<file path="src/design/assert_macros.svh">
`ifndef ASSERT_MACROS_SVH
`define ASSERT_MACROS_SVH

// checked outside reset
`define RC_ASSERT(name, prop, msg) \
    name: assert property (@(posedge aclk) disable iff (!aresetn) prop) else $error(msg);

// checked during reset too
`define RC_ASSERT_ALWAYS(name, prop, msg) \
    name: assert property (@(posedge aclk) prop) else $error(msg);

`endif

</file>
<file path="src/design/rc16_pkg.sv">
package rc16_pkg;

    localparam int unsigned DATA_W = 8;
    localparam int unsigned TERM_W = 16;

    localparam logic [DATA_W-1:0] ALPHA_MULT   = 8'd17;
    localparam logic [DATA_W-1:0] BETA_MULT    = 8'd31;
    localparam logic [TERM_W-1:0] FIRST_OFFSET = 16'd7;
    localparam logic [TERM_W-1:0] CK_MOD       = 16'hFFFF;

    typedef struct packed {
        logic [DATA_W-1:0] data_byte;
        logic              first_byte;
        logic              last_byte;
    } item_t;

endpackage

</file>
<file path="src/design/recurrence_checksum16.sv">
// Bytes are registered in the input stage; a checksum in the output register.
// Throughput: one byte per cycle unless a last byte is held; the term update is
// a single pass through two small multipliers and an end-around mod-65535 fold.
// A last byte waits in the input register only while an earlier checksum is unclaimed.
// Reset (aresetn low, synchronous) clears both terms, the byte position and all valids.
module recurrence_checksum16 (
    input  logic        aclk,
    input  logic        aresetn,
    input  logic        s_valid,
    output logic        s_ready,
    input  logic [7:0]  s_data_byte,
    input  logic        s_first_byte,
    input  logic        s_last_byte,
    output logic        m_valid,
    input  logic        m_ready,
    output logic [15:0] m_checksum
);
    import rc16_pkg::*;
    `include "assert_macros.svh"

    item_t       item;
    logic        item_valid;
    logic        fire;
    logic [15:0] calc_term;

    logic [15:0] older_reg, older_next;
    logic [15:0] newer_reg, newer_next;
    logic [7:0]  pos_reg, pos_next;
    logic        out_valid_reg, out_valid_next;
    logic [15:0] checksum_reg;

    assign fire = item_valid && (!item.last_byte || !out_valid_reg || m_ready);

    rc16_in_stage u_in (
        .aclk        (aclk),
        .aresetn     (aresetn),
        .s_valid     (s_valid),
        .s_ready     (s_ready),
        .s_data_byte (s_data_byte),
        .s_first_byte(s_first_byte),
        .s_last_byte (s_last_byte),
        .advance     (fire),
        .item_valid  (item_valid),
        .item        (item)
    );

    rc16_term_calc u_calc (
        .data_byte (item.data_byte),
        .position  (pos_reg),
        .older_term(older_reg),
        .newer_term(newer_reg),
        .next_term (calc_term)
    );

    always_comb begin
        older_next = older_reg;
        newer_next = newer_reg;
        pos_next   = pos_reg;
        if (fire) begin
            if (item.first_byte) begin
                older_next = 16'd1;
                newer_next = {8'b0, item.data_byte} + FIRST_OFFSET;
                pos_next   = 8'd1;
            end else begin
                older_next = newer_reg;
                newer_next = calc_term;
                pos_next   = pos_reg + 8'd1;
            end
        end
    end

    always_comb begin
        out_valid_next = out_valid_reg;
        if (fire && item.last_byte) begin
            out_valid_next = 1'b1;
        end else if (m_ready) begin
            out_valid_next = 1'b0;
        end
    end

    always_ff @(posedge aclk) begin
        if (!aresetn) begin
            older_reg     <= '0;
            newer_reg     <= '0;
            pos_reg       <= '0;
            out_valid_reg <= 1'b0;
        end else begin
            older_reg     <= older_next;
            newer_reg     <= newer_next;
            pos_reg       <= pos_next;
            out_valid_reg <= out_valid_next;
        end
    end

    always_ff @(posedge aclk) begin
        if (fire && item.last_byte) begin
            checksum_reg <= newer_next;
        end
    end

    assign m_valid    = out_valid_reg;
    assign m_checksum = checksum_reg;

    `RC_ASSERT(a_sum_range, m_valid |-> m_checksum != CK_MOD, "checksum out of range")
    `RC_ASSERT(a_first_pos, fire && item.first_byte |=> pos_reg == 8'd1, "position not restarted")
    `RC_ASSERT(a_emit_term, fire && item.last_byte |=> m_valid && m_checksum == newer_reg, "checksum differs from newer term")
    `RC_ASSERT_ALWAYS(a_rst_out, !aresetn |=> !m_valid, "result valid after reset")

endmodule

</file>
<file path="src/design/rc16_in_stage.sv">
module rc16_in_stage (
    input  logic          aclk,
    input  logic          aresetn,
    input  logic          s_valid,
    output logic          s_ready,
    input  logic [7:0]    s_data_byte,
    input  logic          s_first_byte,
    input  logic          s_last_byte,
    input  logic          advance,
    output logic          item_valid,
    output rc16_pkg::item_t item
);
    import rc16_pkg::*;

    logic  valid_reg;
    logic  valid_next;
    item_t item_reg;
    logic  take;

    assign s_ready    = !valid_reg || advance;
    assign take       = s_valid && s_ready;
    assign item_valid = valid_reg;
    assign item       = item_reg;

    always_comb begin
        valid_next = valid_reg;
        if (take) begin
            valid_next = 1'b1;
        end else if (advance) begin
            valid_next = 1'b0;
        end
    end

    always_ff @(posedge aclk) begin
        if (!aresetn) begin
            valid_reg <= 1'b0;
        end else begin
            valid_reg <= valid_next;
        end
    end

    always_ff @(posedge aclk) begin
        if (take) begin
            item_reg.data_byte  <= s_data_byte;
            item_reg.first_byte <= s_first_byte;
            item_reg.last_byte  <= s_last_byte;
        end
    end

endmodule

</file>
<file path="src/design/rc16_term_calc.sv">
module rc16_term_calc (
    input  logic [7:0]  data_byte,
    input  logic [7:0]  position,
    input  logic [15:0] older_term,
    input  logic [15:0] newer_term,
    output logic [15:0] next_term
);
    import rc16_pkg::*;

    function automatic logic [TERM_W-1:0] fold_mod(input logic [24:0] x);
        logic [16:0]       s1;
        logic [TERM_W-1:0] s2;
        s1 = {1'b0, x[15:0]} + {8'b0, x[24:16]};
        s2 = s1[15:0] + {15'b0, s1[16]};
        return (s2 == CK_MOD) ? '0 : s2;
    endfunction

    logic [7:0]  alpha;
    logic [7:0]  beta;
    logic [8:0]  factor_a;
    logic [24:0] prod_a;
    logic [24:0] prod_b;
    logic        non_neg;
    logic [24:0] magnitude;
    logic [15:0] rem;

    assign alpha    = 8'(position * ALPHA_MULT);
    assign beta     = 8'(position * BETA_MULT);
    assign factor_a = {1'b0, data_byte} + {1'b0, alpha};
    assign prod_a   = 25'(factor_a) * 25'(newer_term);
    assign prod_b   = 25'(beta) * 25'(older_term);
    assign non_neg  = prod_a >= prod_b;
    assign magnitude = non_neg ? (prod_a - prod_b) : (prod_b - prod_a);
    assign rem      = fold_mod(magnitude);

    // negative difference wraps as (1 - rem) mod 65535
    always_comb begin
        if (non_neg) begin
            next_term = rem;
        end else if (rem == 16'd0) begin
            next_term = 16'd1;
        end else if (rem == 16'd1) begin
            next_term = 16'd0;
        end else begin
            next_term = 16'd0 - rem;
        end
    end

endmodule
</file>
<file path="config.mk">
export PLATFORM = sky130hd
export DESIGN_NAME = recurrence_checksum16
export DESIGN_NICKNAME = d
export VERILOG_FILES = /design/src/design/rc16_pkg.sv /design/src/design/recurrence_checksum16.sv /design/src/design/rc16_in_stage.sv /design/src/design/rc16_term_calc.sv
export VERILOG_INCLUDE_DIRS = /design/src /design/src/design
export SDC_FILE = /design/constraint.sdc
export NUM_CORES = 1
export LEC_CHECK = 0
export BUFFER_PORTS_ARGS = -buffer_cell sky130_fd_sc_hd__buf_4
export CAP_MARGIN = 40
export CELL_PAD_IN_SITES_DETAIL_PLACEMENT = 0
export CELL_PAD_IN_SITES_GLOBAL_PLACEMENT = 1
export CORE_MARGIN = 10
export CORE_UTILIZATION = 41
export DETAILED_ROUTE_END_ITERATION = 10
export GPL_ROUTABILITY_DRIVEN = 0
export HOLD_SLACK_MARGIN = 0.15
export PLACE_DENSITY_LB_ADDON = 0.1
export REMOVE_ABC_BUFFERS = 1
export SLEW_MARGIN = 0
export SYNTH_ARGS = -nofsm -noshare
export SYNTH_HDL_FRONTEND = slang
export SYNTH_SLANG_ARGS = --single-unit
</file>
<file path="constraint.sdc">
create_clock -name aclk -period 37 [get_ports aclk]
set_input_delay 7.4 -clock aclk [delete_from_list [all_inputs] [get_ports aclk]]
set_output_delay 7.4 -clock aclk [all_outputs]
set_load 0.005 [all_outputs]
</file>
==> summary.md <==
| Metric | Value |
|---|---|
| Status | finished, final reports clean |
| Crit path kind | flip-flop to flip-flop |
| Ports | 32 |
| Crit. End Element | flip-flop |
| Post-Route Utilization | 44.1% |
| Post-synth EDFFs | 26 |
| Post-synth ARST share | 0% |
| Startpoint Class | flip-flop |
| Detailed Route WL | around 48000 µm |
| Normalized max-slew margin | between 30% and 40% |
| Via density | 5.40 |
| Worst setup path end | m_checksum[12]$_DFFE_PP_ |
| Die Ht | between 200 and 250 µm |
| First-pass GRT wire length | ~76000 µm |
| Max-slew violations | 0 |
| Worst Hold Class | flip-flop to flip-flop |
| Initial antenna violation count | 0 |
| Pre-antenna DRT Iters | 5 |
| Clk_lat worst skew | 0.36 ns |
| Placed insts | around 2500 |
| Max Clk Rate | about 61 MHz |
| Initial Util | 41.5% |
| Antenna-violating nets left | 0 |
| Port Buffer Count | 31 |
| Commonest non-fill, non-tap cells in the layout | inv_1 (296), nand2_1 (226), fa_1 (197) |
| Min Tclk post-route | 16.28 ns |
| CTS tree | yes |
| Share of cells above drive strength 1 | 5.13% |
| CTS resizes | 0 |
| # nets final | 2327 |
| Period utilization | 44.0% |
| Post-route insts no fill | roughly 2500 |
| Synth Flop Type | dfxtp_1 |
| CP Max Fanout | 23 |
| Final Hold Viols | 0 |
| Hold WS | roughly 0.55 ns |
| Area grow syn2layout | 6.33% |
| Number of max-cap violations | 0 |
| Worst Tran Pin Value | 0.930 ns |
| Maximum clock path buffer count | 2 |
| Die width | about 220 µm |
| Fin Setup TNS | 0 ns |
| Cell count after synthesis | roughly 2000 |
| Worst-case reg-to-reg path depth | 64 |
| DR WL/cell | around 20 µm |
| Synthesized area | between 0.015 and 0.02 mm² |
| Arrival @ worst endpoint | roughly 16 ns |
| Post-synthesis sequential area ratio | between 10% and 20% |
| Worst-path clk slew | ~0.06 ns |
| Core area | 0.0387 mm² |
| Hold buffer count at cts | 0 |
| Total die area | around 0.047 mm² |
| CP max stage delay | 0.79 ns |
| Syn Area/Cell | slightly above 8 µm² |
| Post-DP HPWL | between 30000 and 40000 µm |
| CP max stage cell | nor3_4 |
| Reg2Reg Capture Point | m_checksum[12]$_DFFE_PP_ |
| Final setup viols | 0 |
| H-Tree Depth | 3 |
| Diode count | 0 |
| Post-CTS setup buffer count | 0 |
| Vias in the first global route | between 10000 and 15000 |
| CP required | 37.08 ns |
| CTS buffer count | 9 |
| Reg2reg setup slack | about 21 ns |
| Layout Skew | around 0.0080 ns |
| Vias | 13300 |
| 1st-iter DRT viols | 761 |
| Clk sinks | 68 |
| Synth cell types | 89 |
| Leading cell type in the layout, fill and taps excluded | inv_1 |
| #FFs+latches synth | just under 70 |
| Remaining Overflow, GRT | 0 |
| DRC Markers | 0 |
| Root Driver | clkbuf_16 |
| GRT Total Usage | 20.4% |
| Worst r2r src | pos_reg[1]$_SDFFE_PN0P_ |
| Row count | 72 |
| RSZ-0062 raised after global routing | no |
| Synth warn | 0 |
| CP Launch Point | pos_reg[1]$_SDFFE_PN0P_ |
| Largest net degree at the start of global routing | 41 |
==> area by class of cell <==
type	instances	area, µm²
clock buffers	13	282
repair buffers	48	372
well taps	518	648
fillers	4005	21700
multi-input cells	1519	13000
inverters	297	1110
flip-flops and latches	68	1620
clock inverters	3	16.3
==> synthesized netlist by cell type (14+ instances only) <==
library cell | n | share of area [%]
inv_1 | 296 | 6.9
nor2b_1 | 28 | 1.1
xnor2_1 | 80 | 4.4
nor3_1 | 39 | 1.2
o21ai_0 | 60 | 1.9
or3_1 | 16 | 0.62
ha_1 | 173 | 13
nor2_1 | 81 | 1.9
a21o_1 | 30 | 1.4
and2_1 | 139 | 5.4
clkbuf_1 | 60 | 1.4
a21oi_1 | 140 | 4.4
nand2b_1 | 14 | 0.55
nand3_1 | 27 | 0.84
o21bai_1 | 28 | 1.3
nand4_1 | 16 | 0.62
xor2_1 | 40 | 2.2
dfxtp_1 | 42 | 5.2
edfxtp_1 | 26 | 4.9
nand2_1 | 226 | 5.3
fa_1 | 197 | 25
nand3b_1 | 17 | 0.79
==> layer usage <==
layer	GRT usage [%]	share of wire, %	vias to the layer above
met5	0	0	-
met2	34.3	48	284
met3	1.94	4.0	56
met1	26.9	45	6600
li1	-	-	6367
met4	7.01	3.0	0
==> metrics by stage <==
stage | worst slack (ns) | instance area, µm²
after detailed placement | 20.78 | 16800
after global routing | 19.39 | 17100
after floorplan | 21.89 | 15800
after CTS | 20.75 | 17100
final | 20.72 | 17100
after global placement | 20.98 | 16700
==> worst min path at each step <==
| stage | from | endpoint | slack, ns | depth (start not counted) |
|---|---|---|---|---|
| 2_1_floorplan | older_reg[1]$_SDFFE_PN0P_ | older_reg[1]$_SDFFE_PN0P_ | 0.48 | 2 |
| 3_3_place_gp | u_in.item_valid$_SDFFE_PN0P_ | u_in.item_valid$_SDFFE_PN0P_ | 0.54 | 2 |
| 3_5_place_dp | u_in.item_valid$_SDFFE_PN0P_ | u_in.item_valid$_SDFFE_PN0P_ | 0.55 | 2 |
| 4_1_cts | u_in.item_valid$_SDFFE_PN0P_ | u_in.item_valid$_SDFFE_PN0P_ | 0.56 | 2 |
| 5_1_grt | u_in.item_valid$_SDFFE_PN0P_ | u_in.item_valid$_SDFFE_PN0P_ | 0.58 | 2 |
| 6_report | u_in.item_valid$_SDFFE_PN0P_ | u_in.item_valid$_SDFFE_PN0P_ | 0.55 | 2 |
==> cells by family after synthesis <==
| kind of cell | count (synthesis) | synth area share (%) |
|---|---|---|
| flip-flops | 68 | 10.1 |
| buffers and inverters | 373 | 8.86 |
| XOR/XNOR | 121 | 6.64 |
| multiplexers | 12 | 0.748 |
| AO/OA/AOI/OAI | 360 | 14.7 |
| AND/OR/NAND/NOR | 655 | 20.9 |
| adder cells (fa/ha/maj) | 371 | 38.1 |
==> critical path: cells and delay by family, from the launching register on <==
family,cells,cell delay [ns]
AO/OA/AOI/OAI,23,4.73
XOR/XNOR,4,0.93
flip-flops,1,0.55
adder cells (fa/ha/maj),13,5.28
AND/OR/NAND/NOR,15,3.77
buffers and inverters,9,0.69
Power is left out: the tool's default activity adds up to more than one toggle a clock period on the data nets, which glitch-free logic cannot reach.
